$ cat src/design/rme_pkg.sv
// shared types, constants and register codes for the modular exponentiation block
package rme_pkg;

  localparam int WORD_BITS = 16;
  localparam int CNT_BITS  = $clog2(WORD_BITS);
  localparam int IDX_BITS  = 2;

  typedef logic [WORD_BITS-1:0] word_t;
  typedef logic [CNT_BITS-1:0]  cnt_t;
  typedef logic [IDX_BITS-1:0]  reg_idx_t;

  localparam reg_idx_t REG_MODULUS  = 2'd0;
  localparam reg_idx_t REG_PUB_EXP  = 2'd1;
  localparam reg_idx_t REG_PRIV_EXP = 2'd2;

  localparam logic REQ_ENCRYPT = 1'b0;
  localparam logic REQ_DECRYPT = 1'b1;

  localparam cnt_t CNT_LAST = cnt_t'(WORD_BITS - 1);

  typedef enum logic [2:0] {
    S_IDLE,
    S_REDUCE,
    S_SCAN,
    S_SQUARE,
    S_MULT,
    S_FINISH
  } state_t;

  typedef struct packed {
    logic  start;
    word_t a;
    word_t b;
    word_t m;
  } mul_req_t;

  typedef struct packed {
    logic  done;
    word_t product;
  } mul_rsp_t;

endpackage

$ cat src/design/rme_modmul.sv
// shift-and-add modular multiplier, one multiplier bit per cycle
module rme_modmul import rme_pkg::*; (
  input  logic     clk,
  input  logic     rst,
  input  mul_req_t req,
  output mul_rsp_t rsp
);

  word_t r;
  word_t a_q;
  word_t b_q;
  word_t m_q;
  cnt_t  cnt;
  logic  busy;
  logic  done;

  logic [WORD_BITS:0] dbl;
  logic [WORD_BITS:0] sum;
  word_t              dbl_red;
  word_t              r_next;

  always_comb begin
    dbl     = {r, 1'b0};
    dbl_red = (dbl >= {1'b0, m_q}) ? word_t'(dbl - {1'b0, m_q}) : word_t'(dbl);
    sum     = {1'b0, dbl_red} + {1'b0, a_q};
    if (b_q[WORD_BITS-1]) begin
      r_next = (sum >= {1'b0, m_q}) ? word_t'(sum - {1'b0, m_q}) : word_t'(sum);
    end else begin
      r_next = dbl_red;
    end
  end

  always_ff @(posedge clk) begin
    if (rst) begin
      busy <= 1'b0;
      done <= 1'b0;
      cnt  <= '0;
    end else begin
      done <= 1'b0;
      if (req.start) begin
        busy <= 1'b1;
        cnt  <= '0;
      end else if (busy) begin
        cnt <= cnt + cnt_t'(1);
        if (cnt == CNT_LAST) begin
          busy <= 1'b0;
          done <= 1'b1;
        end
      end
    end
  end

  always_ff @(posedge clk) begin
    if (req.start) begin
      r   <= '0;
      a_q <= req.a;
      b_q <= req.b;
      m_q <= req.m;
    end else if (busy) begin
      r   <= r_next;
      b_q <= {b_q[WORD_BITS-2:0], 1'b0};
    end
  end

  assign rsp.done    = done;
  assign rsp.product = r;

endmodule

$ cat src/design/rme_seq.sv
// square-and-multiply sequencer with input handshake and result register
module rme_seq import rme_pkg::*; (
  input  logic     clk,
  input  logic     rst,
  input  logic     in_valid,
  output logic     in_ready,
  input  logic     req_type,
  input  word_t    message_value,
  output logic     out_valid,
  input  logic     out_ready,
  output word_t    result_value,
  input  word_t    modulus,
  input  word_t    public_exponent,
  input  word_t    private_exponent,
  output mul_req_t mul_req,
  input  mul_rsp_t mul_rsp
);

  state_t state;
  state_t state_next;
  word_t  msg;
  word_t  base;
  word_t  acc;
  word_t  exp_q;
  cnt_t   bit_idx;
  logic   started;
  word_t  result;
  logic   res_valid;
  logic   reduce_go;

  logic   cur_bit;
  logic   last_bit;
  logic   accept;
  logic   out_free;
  logic   reduce_start;

  assign cur_bit  = exp_q[bit_idx];
  assign last_bit = (bit_idx == '0);
  assign accept   = in_valid && in_ready;
  assign out_free = !res_valid || out_ready;

  always_comb begin
    state_next = state;
    case (state)
      S_IDLE: begin
        if (accept) begin
          state_next = (modulus < word_t'(2)) ? S_FINISH : S_REDUCE;
        end
      end
      S_REDUCE: begin
        if (mul_rsp.done) begin
          state_next = S_SCAN;
        end
      end
      S_SCAN: begin
        if (started) begin
          state_next = S_SQUARE;
        end else if (last_bit) begin
          state_next = S_FINISH;
        end
      end
      S_SQUARE: begin
        if (mul_rsp.done) begin
          if (cur_bit) begin
            state_next = S_MULT;
          end else if (last_bit) begin
            state_next = S_FINISH;
          end else begin
            state_next = S_SCAN;
          end
        end
      end
      S_MULT: begin
        if (mul_rsp.done) begin
          state_next = last_bit ? S_FINISH : S_SCAN;
        end
      end
      S_FINISH: begin
        if (out_free) begin
          state_next = S_IDLE;
        end
      end
      default: state_next = S_IDLE;
    endcase
  end

  always_comb begin
    in_ready      = 1'b0;
    mul_req.start = 1'b0;
    mul_req.a     = acc;
    mul_req.b     = acc;
    mul_req.m     = modulus;
    case (state)
      S_IDLE: begin
        in_ready = 1'b1;
      end
      S_REDUCE: begin
        mul_req.start = reduce_go;
        mul_req.a     = word_t'(1);
        mul_req.b     = msg;
      end
      S_SCAN: begin
        mul_req.start = started;
      end
      S_SQUARE: begin
        mul_req.start = mul_rsp.done && cur_bit;
        mul_req.a     = mul_rsp.product;
        mul_req.b     = base;
      end
      default: begin
      end
    endcase
  end

  always_ff @(posedge clk) begin
    if (rst) begin
      state     <= S_IDLE;
      res_valid <= 1'b0;
    end else begin
      state <= state_next;
      if (state == S_FINISH && out_free) begin
        res_valid <= 1'b1;
      end else if (out_ready) begin
        res_valid <= 1'b0;
      end
    end
  end

  // reduction of the message runs as 1 * msg through the multiplier
  assign reduce_start = accept && (modulus >= word_t'(2));

  always_ff @(posedge clk) begin
    case (state)
      S_IDLE: begin
        if (accept) begin
          msg     <= message_value;
          exp_q   <= (req_type == REQ_DECRYPT) ? private_exponent : public_exponent;
          acc     <= (modulus < word_t'(2)) ? '0 : word_t'(1);
          bit_idx <= CNT_LAST;
          started <= 1'b0;
        end
      end
      S_REDUCE: begin
        if (mul_rsp.done) begin
          base <= mul_rsp.product;
        end
      end
      S_SCAN: begin
        if (!started) begin
          if (cur_bit) begin
            acc     <= base;
            started <= 1'b1;
          end
          if (!last_bit) begin
            bit_idx <= bit_idx - cnt_t'(1);
          end
        end
      end
      S_SQUARE: begin
        if (mul_rsp.done) begin
          acc <= mul_rsp.product;
          if (!cur_bit && !last_bit) begin
            bit_idx <= bit_idx - cnt_t'(1);
          end
        end
      end
      S_MULT: begin
        if (mul_rsp.done) begin
          acc <= mul_rsp.product;
          if (!last_bit) begin
            bit_idx <= bit_idx - cnt_t'(1);
          end
        end
      end
      S_FINISH: begin
        if (out_free) begin
          result <= acc;
        end
      end
      default: begin
      end
    endcase
  end

  // the reduction pass is launched in the cycle after acceptance
  always_ff @(posedge clk) begin
    if (rst) begin
      reduce_go <= 1'b0;
    end else begin
      reduce_go <= reduce_start;
    end
  end

  assign out_valid    = res_valid;
  assign result_value = result;

endmodule

$ cat src/design/rsa_modular_exponentiation.sv
// top level of the modular exponentiation block: registers, sequencer, multiplier
//
//   channel  direction  handshake              payload
//   in       sink       in_valid / in_ready    req_type, message_value
//   out      source     out_valid / out_ready  result_value
//   cfg      sink       cfg_wr_en              cfg_index, cfg_wr_data
//
// one beat runs from acceptance to the output register through a reduction of the message,
// a scan to the exponent's leading one, then a squaring for each further exponent bit and
// a multiply for each further one bit; a modulus below two goes straight to the result.
// all products go through the shared multiplier, one shift-and-add step per multiplier bit.
// in_ready is low from acceptance until the result is loaded into the output register.
// a result stalled on out_ready holds the next beat in its last step.
// reset is synchronous; registers return to modulus 2 and exponents 1.
module rsa_modular_exponentiation import rme_pkg::*; (
  input  logic     clk,
  input  logic     rst,
  input  logic     in_valid,
  output logic     in_ready,
  input  logic     req_type,
  input  word_t    message_value,
  output logic     out_valid,
  input  logic     out_ready,
  output word_t    result_value,
  input  logic     cfg_wr_en,
  input  reg_idx_t cfg_index,
  input  word_t    cfg_wr_data
);

  word_t    modulus;
  word_t    public_exponent;
  word_t    private_exponent;
  mul_req_t mul_req;
  mul_rsp_t mul_rsp;

  always_ff @(posedge clk) begin
    if (rst) begin
      modulus          <= word_t'(2);
      public_exponent  <= word_t'(1);
      private_exponent <= word_t'(1);
    end else if (cfg_wr_en) begin
      case (cfg_index)
        REG_MODULUS:  modulus          <= cfg_wr_data;
        REG_PUB_EXP:  public_exponent  <= cfg_wr_data;
        REG_PRIV_EXP: private_exponent <= cfg_wr_data;
        default: begin
        end
      endcase
    end
  end

  rme_seq u_seq (
    .clk              (clk),
    .rst              (rst),
    .in_valid         (in_valid),
    .in_ready         (in_ready),
    .req_type         (req_type),
    .message_value    (message_value),
    .out_valid        (out_valid),
    .out_ready        (out_ready),
    .result_value     (result_value),
    .modulus          (modulus),
    .public_exponent  (public_exponent),
    .private_exponent (private_exponent),
    .mul_req          (mul_req),
    .mul_rsp          (mul_rsp)
  );

  rme_modmul u_modmul (
    .clk (clk),
    .rst (rst),
    .req (mul_req),
    .rsp (mul_rsp)
  );

endmodule

$ cat config.mk
export PLATFORM = sky130hd
export DESIGN_NAME = rsa_modular_exponentiation
export DESIGN_NICKNAME = d
export VERILOG_FILES = /design/src/design/rme_pkg.sv /design/src/design/rme_modmul.sv /design/src/design/rme_seq.sv /design/src/design/rsa_modular_exponentiation.sv
export SDC_FILE = /design/constraint.sdc
export NUM_CORES = 1
export LEC_CHECK = 0
export ABC_CLOCK_PERIOD_IN_PS = 8400
export BUFFER_PORTS_ARGS = -buffer_cell sky130_fd_sc_hd__buf_2
export CAP_MARGIN = 10
export CORE_UTILIZATION = 40
export CTS_CLUSTER_DIAMETER = 120
export DETAILED_ROUTE_END_ITERATION = 16
export PLACE_DENSITY = 0.54
export SLEW_MARGIN = 20
export SYNTH_ARGS = -nofsm -noshare
export SYNTH_HDL_FRONTEND = slang
export SYNTH_SLANG_ARGS = --single-unit
$ cat constraint.sdc
create_clock -name clk -period 8.4 [get_ports clk]
set_input_delay 0.42 -clock clk [delete_from_list [all_inputs] [get_ports clk]]
set_output_delay 0.42 -clock clk [all_outputs]
set_load 0.02 [all_outputs]
==> impl_metrics.json, run 1 <==
{
  "yosysUniqueCellTypes": 73,
  "cts.sinks": 208,
  "finalCritPeriodShare_pct": 87.61,
  "tns_ps": 0,
  "synth_area_leaders": "edfxtp_1 (36%), dfxtp_1 (14%), ha_1 (5.9%)",
  "cts-root-buf": "clkbuf_16",
  "grt_util_all_layers_pct": 21.01,
  "cts_inserted_buffers": 23,
  "ys_ff_latch": 208,
  "fillers": 2569,
  "die_w_um": 167.9,
  "yosysWarnings": 0,
  "syn_avg_cell_area_um2": 10.19,
  "dp_slack_ps": 1166,
  "diodes": 0,
  "cts_tree": "done",
  "layout-drive-gt1-share_pct": 13.56,
  "max_freq_mhz": 135.9,
  "cts_max_path_buffers": 3,
  "critPathCaptureType": "flip-flop",
  "synthMostInstantiatedCell": "nand2_1",
  "cap_violations": 0,
  "drc": 0,
  "num_rows": 60,
  "setup_viol": 0,
  "grt_antenna_before_repair": 0,
  "htreeDepth": 1,
  "crit_path_max_fanout": 17,
  "crit_type": "reg2reg",
  "syn_nets": 1176,
  "hold_ws_ps": 76.35,
  "cp_slowest_cell": "or3b_1",
  "synth_edf_count": 133,
  "clk_pin_slew_worst_paths_ps": 60,
  "grt_max_degree": 60,
  "postCtsHoldBufs": 0,
  "initial_core_util_pct": 40.87,
  "synthCells": 1081,
  "io_pins": 58,
  "finalHoldViolCount": 0,
  "synthFlopType": "edfxtp_1",
  "syn_to_final_growth_pct": 12.15,
  "async_flop_share_pct": 0,
  "r2r_slack_ps": 1040,
  "grt_pass1_vias": 8044,
  "seq_area_frac_synth_pct": 49.89,
  "clk_latency_ps": 520,
  "die_area_um2": 28200,
  "place_congestion": 0.8976,
  "synth_common_cells": "nand2_1 (167), edfxtp_1 (133), a21oi_1 (102)",
  "synthAdderAreaFrac_pct": 6.452,
  "synth_top_family_by_area": "compound AO/OA/AOI/OAI gates",
  "synth_compound_area_share_pct": 16.12,
  "first_pass_iters": 5,
  "max_stage_delay_ps": 730,
  "grt_pass1_wl_um": 46030,
  "timing.final.ws_setup_ps": 1041,
  "synth_top_cell_area_share_pct": 36.26,
  "drtAntennaViolNets": 0,
  "synth_mux_area_share_pct": 6.214,
  "dieHeight_um": 167.9,
  "rsz0062_at_grt": "false",
  "fin_nets": 1216,
  "relSlewSlack_pct": 32.12,
  "clock_skew_ps": 21.60,
  "period_needed_ps": 7359,
  "slew_violations": 0,
  "start_kind": "flip-flop",
  "dp_hpwl_um": 21120,
  "critPathArrivalTime_ps": 7830,
  "crit_top_cell": "ha_1",
  "vias_per_cell": 5.594,
  "worstPathRequired_ps": 8870,
  "totalWireLength_um": 29410,
  "yosys.area_share.simple_pct": 14.57,
  "worst_pin_slew_ps": 1006,
  "io_buffers": 57,
  "synth_xor_area_share_pct": 3.419,
  "status": "finished clean",
  "hold_path.class": "in2reg",
  "ctsResizeCount": 0,
  "core_area_um2": 26950,
  "dr.first_iter.drc_count": 616,
  "synth_top_cell_by_area": "edfxtp_1",
  "syn_area_um2": 11010,
  "routedWlPerCell_um": 19.91,
  "gr-total-overflow": 0,
  "postCtsSetupBuffers": 0,
  "dr_total_vias": 8262
}
-- critical path, delay by kind of cell, from the launching register on --
family,cells,cell delay [ps]
AO/OA/AOI/OAI,13,3230
AND/OR/NAND/NOR,5,1600
adder cells (fa/ha/maj),3,950
multiplexers,2,720
flip-flops,1,420
buffers and inverters,2,390
-- metal layers --
metal / global-route usage (%) / share of wire (%) / up-vias
met5: 0 / 0 / -
met2: 35.00 / 47 / 204
li1: - / - / 4028
met1: 28.66 / 46 / 3976
met3: 2.398 / 4.2 / 54
met4: 6.422 / 2.7 / 0
-- per-stage QoR --
step                cell area [um^2]  utilization, %  instances
floorplan                      11010               -       1081
global placement               11610           43.08       1437
detailed placement             11610           43.08       1437
CTS                            12350           45.83       1477
global route                   12350           45.84       1477
finish                         12350           45.84       1477
-- worst paths after layout --
path	from	end	depth (start not counted)
worst max-delay path	u_modmul.r[4]	u_modmul.r[0]	25
worst min-delay path	message_value[14]	u_seq.msg[14]	1
worst max register to register	u_modmul.r[4]	u_modmul.r[0]	25
worst min register to register	u_seq.acc[14]	u_seq.result_value[14]	0
-- layout by cell type, fill, tap and decap left out, drive strengths merged, types with 6 or more instances in the layout --
cell,n
nand2,168
edfxtp,133
a21oi,102
dfxtp,75
buf,70
nor2,58
ha,52
o21ai,47
nand3,35
inv,35
clkbuf,32
mux2,30
a22o,29
xnor2,24
mux2i,23
nor3,20
xor2,19
o31ai,17
a21o,12
nor2b,10
nand2b,9
and2,9
a31oi,7
clkinv,7
and3,6
nand4,6
or3,6
o21bai,6
nand3b,6
o22ai,6
o21a,6
a211oi,6
nor4,6
-- cells by family after synthesis --
family	count (synthesis)
multiplexers	58
AND/OR/NAND/NOR	352
buffers and inverters	91
AO/OA/AOI/OAI	274
adder cells (fa/ha/maj)	55
flip-flops	208
XOR/XNOR	43
-- cell type report --
class	count	area, um^2	area share (%)
sequential	208	5495	44.48
multi-input combinational	782	5170	41.85
clock buffer	32	650.6	5.267
tap	341	426.7	3.454
timing repair buffer	70	385.4	3.120
inverter	36	135.1	1.094
clock inverter	8	90.09	0.7293
-- sequential cells by signal, summed over array words and instances, names as in the netlist --
register and flops:
u_modmul.b_q 16, u_seq.started 1, u_modmul.m_q 16, u_seq.bit_idx 4
u_seq.exp_q 16, u_modmul.done 1, u_seq.reduce_go 1, u_seq.acc 16
modulus 16, u_modmul.busy 1, public_exponent 16, u_seq.msg 16
u_seq.result_value 16, u_modmul.r 16, u_seq.base 16, u_modmul.cnt 4
u_seq.state 3, u_modmul.a_q 16, u_seq.out_valid 1, private_exponent 16
Power of run 1 is left out: the tool's default activity adds up to more than one toggle a clock period on the data nets, which glitch-free logic cannot reach.
==> run 2, diff against run 1 <==
Settings changed: PLACE_DENSITY 0.54 to 0.68.
==> run 2 against run 1 <==
Against the previous run:
- register-to-register slack worse by 40 ps
- final area is 0.92% lower
- non-clock buffer count is 3 lower
- fmax is 0.60% lower
- hold slack better by 6.9 ps
- first-iteration DRC count stayed put
- count of clock-buffer cells in the layout is 4 lower
- largest cell class unchanged
- highest routed layer unchanged
==> impl_metrics.json, run 2 (synthesis gave the netlist of run 1 again) <==
{
  "cp_slowest_cell": "a21oi_1",
  "core_area_um2": 26950,
  "r2r_slack_ps": 1000,
  "hold_path.class": "in2reg",
  "cts_tree": "done",
  "max_stage_delay_ps": 660,
  "clk_latency_ps": 510,
  "worstPathCellList": "ha_1 -> and4_1 -> nand3_1 -> o31ai_1 -> inv_1 -> a21oi_1 -> mux2_2 -> ha_1 -> a21oi_1 -> o21ai_0 -> o211a_1 -> o21ai_0 -> or4b_1 -> o211ai_1 -> ha_1 -> nand3_1 -> nor3_1 -> a211oi_1 -> or2b_1 -> or3b_1 -> mux2_4 -> a2111oi_1 -> a31o_1",
  "path_depth": 23,
  "dr_total_vias": 8320,
  "die_w_um": 167.9,
  "critPathArrivalTime_ps": 7850,
  "relSlewSlack_pct": 29.52,
  "worstPathRequired_ps": 8850,
  "cap_violations": 0,
  "htreeDepth": 1,
  "grt_util_all_layers_pct": 19.68,
  "cts_max_path_buffers": 3,
  "final_common_cell": "nand2_1",
  "drc": 0,
  "max_freq_mhz": 135.1,
  "endpoint": "u_modmul.r[0]",
  "cts_inserted_buffers": 21,
  "status": "finished clean",
  "ctsResizeCount": 0,
  "setup_viol": 0,
  "period_needed_ps": 7404,
  "critPathCaptureType": "flip-flop",
  "io_buffers": 57,
  "initial_core_util_pct": 40.87,
  "die_area_um2": 28200,
  "grt_max_degree": 60,
  "diodes": 0,
  "r2r_end": "u_modmul.r[0]",
  "grt_pass1_vias": 8113,
  "utilization_pct": 45.41,
  "fin_cells": 1471,
  "finalCritPeriodShare_pct": 88.14,
  "routedWlPerCell_um": 18.90,
  "vias_per_cell": 5.656,
  "crit_path_max_fanout": 11,
  "cts-root-buf": "clkbuf_16",
  "grt_antenna_before_repair": 0,
  "gr-total-overflow": 0,
  "io_pins": 58,
  "worst_pin_slew_ps": 1057,
  "clock_skew_ps": 28.51,
  "crit_top_cell": "ha_1",
  "postCtsSetupBuffers": 0,
  "dr.first_iter.drc_count": 616,
  "reg2reg_from": "u_modmul.r[9]",
  "drtAntennaViolNets": 0,
  "placed_cells": 1434,
  "slew_violations": 0,
  "worst-path-buf-inv": 1,
  "num_rows": 60,
  "fin_nets": 1211,
  "cts.sinks": 208,
  "postCtsHoldBufs": 0,
  "crit_type": "reg2reg",
  "dp_hpwl_um": 20110,
  "final_cell_mix": "nand2_1 (167), edfxtp_1 (133), a21oi_1 (102)",
  "layout-drive-gt1-share_pct": 13.45,
  "rsz0062_at_grt": "false",
  "critPathLaunch": "u_modmul.r[9]",
  "first_pass_iters": 5,
  "finalHoldViolCount": 0,
  "dieHeight_um": 167.9,
  "crit_family": "compound AO/OA/AOI/OAI gates",
  "place_congestion": 0.9136,
  "tns_ps": 0,
  "clk_pin_slew_worst_paths_ps": 60,
  "reg2reg_depth": 23,
  "totalWireLength_um": 27800,
  "syn_to_final_growth_pct": 11.12,
  "grt_pass1_wl_um": 43980,
  "start_kind": "flip-flop"
}
run 2: cell count changes in the layout (fill, tap and decap cells not counted), sizes merged:
cell / change
buf: -3
clkinvlp: +1
bufinv: -2
inv: +1
clkinv: +1
clkbuf: -4
run 2: per-layer routing:
layer	part of all wire (%)	global-route usage (%)	wire, um
met4	2.0	4.707	562
met3	6.3	2.703	1739
met2	46	32.25	12910
met5	0	0	0
met1	45	27.50	12590
run 2: worst min path at each step:
| stage | start | to | slack, ps | cells after the start |
|---|---|---|---|---|
| 2_1_floorplan | modulus[0] | u_modmul.m_q[0] | 410 | 0 |
| 3_3_place_gp | modulus[0] | u_modmul.m_q[0] | 430 | 0 |
| 3_5_place_dp | modulus[0] | u_modmul.m_q[0] | 420 | 0 |
| 4_1_cts | message_value[14] | u_seq.msg[14] | 70 | 1 |
| 5_1_grt | message_value[15] | u_seq.msg[15] | 70 | 1 |
| 6_report | message_value[14] | u_seq.msg[14] | 80 | 1 |
run 2: stage by stage:
stage	hold WS [ps]	instance area [um^2]	worst slack (ps)
floorplan	408.1	11010	2160
global placement	426.4	11590	1256
detailed placement	424.5	11590	1126
CTS	66.15	12240	1100
global route	72.33	12240	448.6
finish	83.26	12240	996.1
run 2: final cells by class:
type | instances | area (um^2)
fill | 2509 | 14710
sequential | 208 | 5495
multi-input combinational | 782 | 5170
clock buffer | 28 | 603.1
tap | 341 | 426.7
timing repair buffer | 67 | 360.3
inverter | 36 | 135.1
clock inverter | 9 | 48.80
run 2: worst reg2reg max path, cell delays in order (launching register included):
cell and delay (ps):
dfxtp_1 390, ha_1 460, and4_1 240, nand3_1 120
o31ai_1 330, inv_1 70, a21oi_1 660, mux2_2 440
ha_1 280, a21oi_1 190, o21ai_0 210, o211a_1 290
o21ai_0 500, or4b_1 490, o211ai_1 140, ha_1 330
nand3_1 130, nor3_1 50, a211oi_1 270, or2b_1 240
or3b_1 610, mux2_4 380, a2111oi_1 400, a31o_1 140
Power of run 2 is left out for the same reason.
==> run 3, diff against run 2 <==
Settings changed: CORE_MARGIN from default to 2, SYNTH_HIERARCHICAL from default to 1.
==> run 3 against run 2 <==
Against the previous run:
- hold slack better by 4.1 ps
- sequential share of layout area down 1.2 points
- register-to-register slack better by 220 ps
- count of clock-buffer cells in the layout up 2
- sequential cell count unchanged
- largest cell class unchanged
==> impl_metrics.json, run 3 <==
{
  "totalWireLength_um": 26220,
  "r2r_slack_ps": 1210,
  "yosysUniqueCellTypes": 85,
  "io_pins": 58,
  "gr-total-overflow": 0,
  "die_w_um": 172.5,
  "worstPathRequired_ps": 8770,
  "core_area_um2": 27860,
  "htreeDepth": 1,
  "reg2reg_depth": 25,
  "max_freq_mhz": 139.1,
  "postCtsHoldBufs": 0,
  "grt_pass1_wl_um": 41290,
  "drtAntennaViolNets": 0,
  "period_needed_ps": 7188,
  "multiInputGateArea_um2": 5370,
  "final_common_cell": "edfxtp_1",
  "dp_hpwl_um": 19070,
  "synth_top_cell_area_share_pct": 35.18,
  "min_to": "u_seq/msg[2]",
  "hold_path.class": "in2reg",
  "syn_nets": 1129,
  "holdPathStages": 1,
  "synth_xor_area_share_pct": 3.163,
  "worst_pin_slew_ps": 1095,
  "slew_violations": 0,
  "io_buffers": 57,
  "critPathArrivalTime_ps": 7550,
  "seq_area_frac_synth_pct": 48.40,
  "critPathCaptureType": "flip-flop",
  "yosysWarnings": 6,
  "yosys.area_share.simple_pct": 13.89,
  "synthAdderAreaFrac_pct": 6.260,
  "drc": 0,
  "min_from": "message_value[2]",
  "first_pass_iters": 5,
  "async_flop_share_pct": 0,
  "crit_type": "reg2reg",
  "syn_area_um2": 11350,
  "relSlewSlack_pct": 26.70,
  "ys_ff_latch": 208,
  "ctsResizeCount": 0,
  "dieHeight_um": 172.5,
  "fin_nets": 1160,
  "num_rows": 61,
  "dr.first_iter.drc_count": 668,
  "clock_skew_ps": 9.364,
  "initial_core_util_pct": 40.75,
  "start_kind": "flip-flop",
  "tns_ps": 0,
  "crit_path_max_fanout": 21,
  "ff_latch_area_um2": 5495,
  "synth_common_cells": "edfxtp_1 (133), nand2_1 (93), mux2i_1 (81)",
  "cts_inserted_buffers": 23,
  "synth_top_family_by_area": "simple AND/OR/NAND/NOR gates",
  "syn_avg_cell_area_um2": 10.98,
  "status": "finished clean",
  "hold_ws_ps": 87.40,
  "finalCritPeriodShare_pct": 85.57,
  "synthFlopType": "edfxtp_1",
  "vias_per_cell": 5.363,
  "synthMostInstantiatedCell": "edfxtp_1",
  "rsz0062_at_grt": "false",
  "clk_latency_ps": 500,
  "cap_violations": 0,
  "postCtsSetupBuffers": 0,
  "die_area_um2": 29750,
  "grt_antenna_before_repair": 0,
  "reg2reg_from": "u_modmul/r[0]",
  "final_cell_mix": "edfxtp_1 (133), nand2_1 (93), mux2i_1 (81)",
  "diodes": 0,
  "clk_pin_slew_worst_paths_ps": 60,
  "grt_max_degree": 73,
  "synth_top_cell_by_area": "edfxtp_1",
  "grt_util_all_layers_pct": 17.84,
  "synth_area_leaders": "edfxtp_1 (35%), dfxtp_1 (13%), mux2i_1 (7.1%)",
  "r2r_end": "u_modmul/r[5]",
  "layout-drive-gt1-share_pct": 15.36,
  "cts.sinks": 208,
  "setup_viol": 0,
  "cts_max_path_buffers": 3,
  "routedWlPerCell_um": 17.97,
  "fillers": 2577,
  "cts-root-buf": "clkbuf_16",
  "synth_edf_count": 133,
  "cts_tree": "done",
  "dr_total_vias": 7825,
  "synth_mux_area_share_pct": 11.44,
  "synth_compound_area_share_pct": 12.28,
  "grt_pass1_vias": 7624,
  "place_congestion": 0.9396,
  "finalHoldViolCount": 0,
  "syn_to_final_growth_pct": 10.72,
  "synthCells": 1034
}
[run 3: changes by cell type after synthesis, moves of 8 or more]
cell	before	now
a21oi_1	102	39
a22o_1	29	16
buf_4	2	18
clkbuf_1	39	14
mux2_2	28	39
mux2i_1	23	81
nand2_1	167	93
nand2b_1	9	71
nand3_1	35	9
o21ai_1	2	10
o31ai_1	17	2
[run 3: cells by family after synthesis]
| family | Yosys count |
|---|---|
| AOI/OAI and AO/OA | 204 |
| DFF | 208 |
| xor gates and xnor gates | 41 |
| muxes | 123 |
| buffers and inverters | 97 |
| adders and majority gates | 55 |
| and+or+nand+nor | 306 |
[run 3: routing by layer]
layer  global-route usage (%)  part of all wire [%]  wire length, um  vias up
met2                    30.82                    48            12690      218
met4                    4.494                   2.1              542        0
met3                    2.106                   4.9             1273       45
met5                        0                     0                0        -
met1                    23.80                    45            11710     3735
li1                         -                     -                -     3827
[run 3: worst max path at each step]
stage                         start            end  slack (ps)
floorplan           u_modmul/m_q[1]  u_modmul/r[5]        2730
global placement    u_modmul/m_q[1]  u_modmul/r[5]        1480
detailed placement    u_modmul/r[0]  u_modmul/r[5]        1360
CTS                 u_modmul/m_q[1]  u_modmul/r[5]        1330
global route        u_modmul/m_q[1]  u_modmul/r[5]         730
finish                u_modmul/r[0]  u_modmul/r[5]        1210
[run 3: area by class of cell]
type                            count  area share, %
Inverter                           38          1.135
Sequential cell                   208          43.71
Clock inverter                     11         0.9157
Timing Repair Buffer               65          2.807
Tap cell                          378          3.762
Clock buffer                       30          4.947
Multi-Input combinational cell    729          42.72
[run 3: stage by stage]
step / setup WS (ps) / instances / utilization [%] / instance area, um^2
final: 1212 / 1459 / 45.12 / 12570
after global routing: 732.5 / 1459 / 45.12 / 12570
after CTS: 1330 / 1458 / 45.04 / 12550
after detailed placement: 1358 / 1417 / 42.40 / 11810
after global placement: 1479 / 1417 / 42.40 / 11810
after floorplan: 2732 / 1034 / - / 11350
[run 3: critical path, stage by stage, from the launching register on]
cell and delay (ps):
dfxtp_1 390, ha_1 330, ha_1 180, nand4_1 80, or4_1 470, nand3_1 100, o31a_1 750, mux2i_1 430
inv_1 80, ha_1 300, a211oi_1 250, o21bai_1 140, nor3_1 320, o221ai_1 250, a31oi_1 290, xnor2_1 210
ha_1 340, and3_1 210, a221o_1 320, a21oi_1 180, o21ai_0 150, nor3_4 640, mux2i_1 270, nor2_1 60
a311oi_1 270, nor2_1 60
Power of run 3 is left out for the same reason.
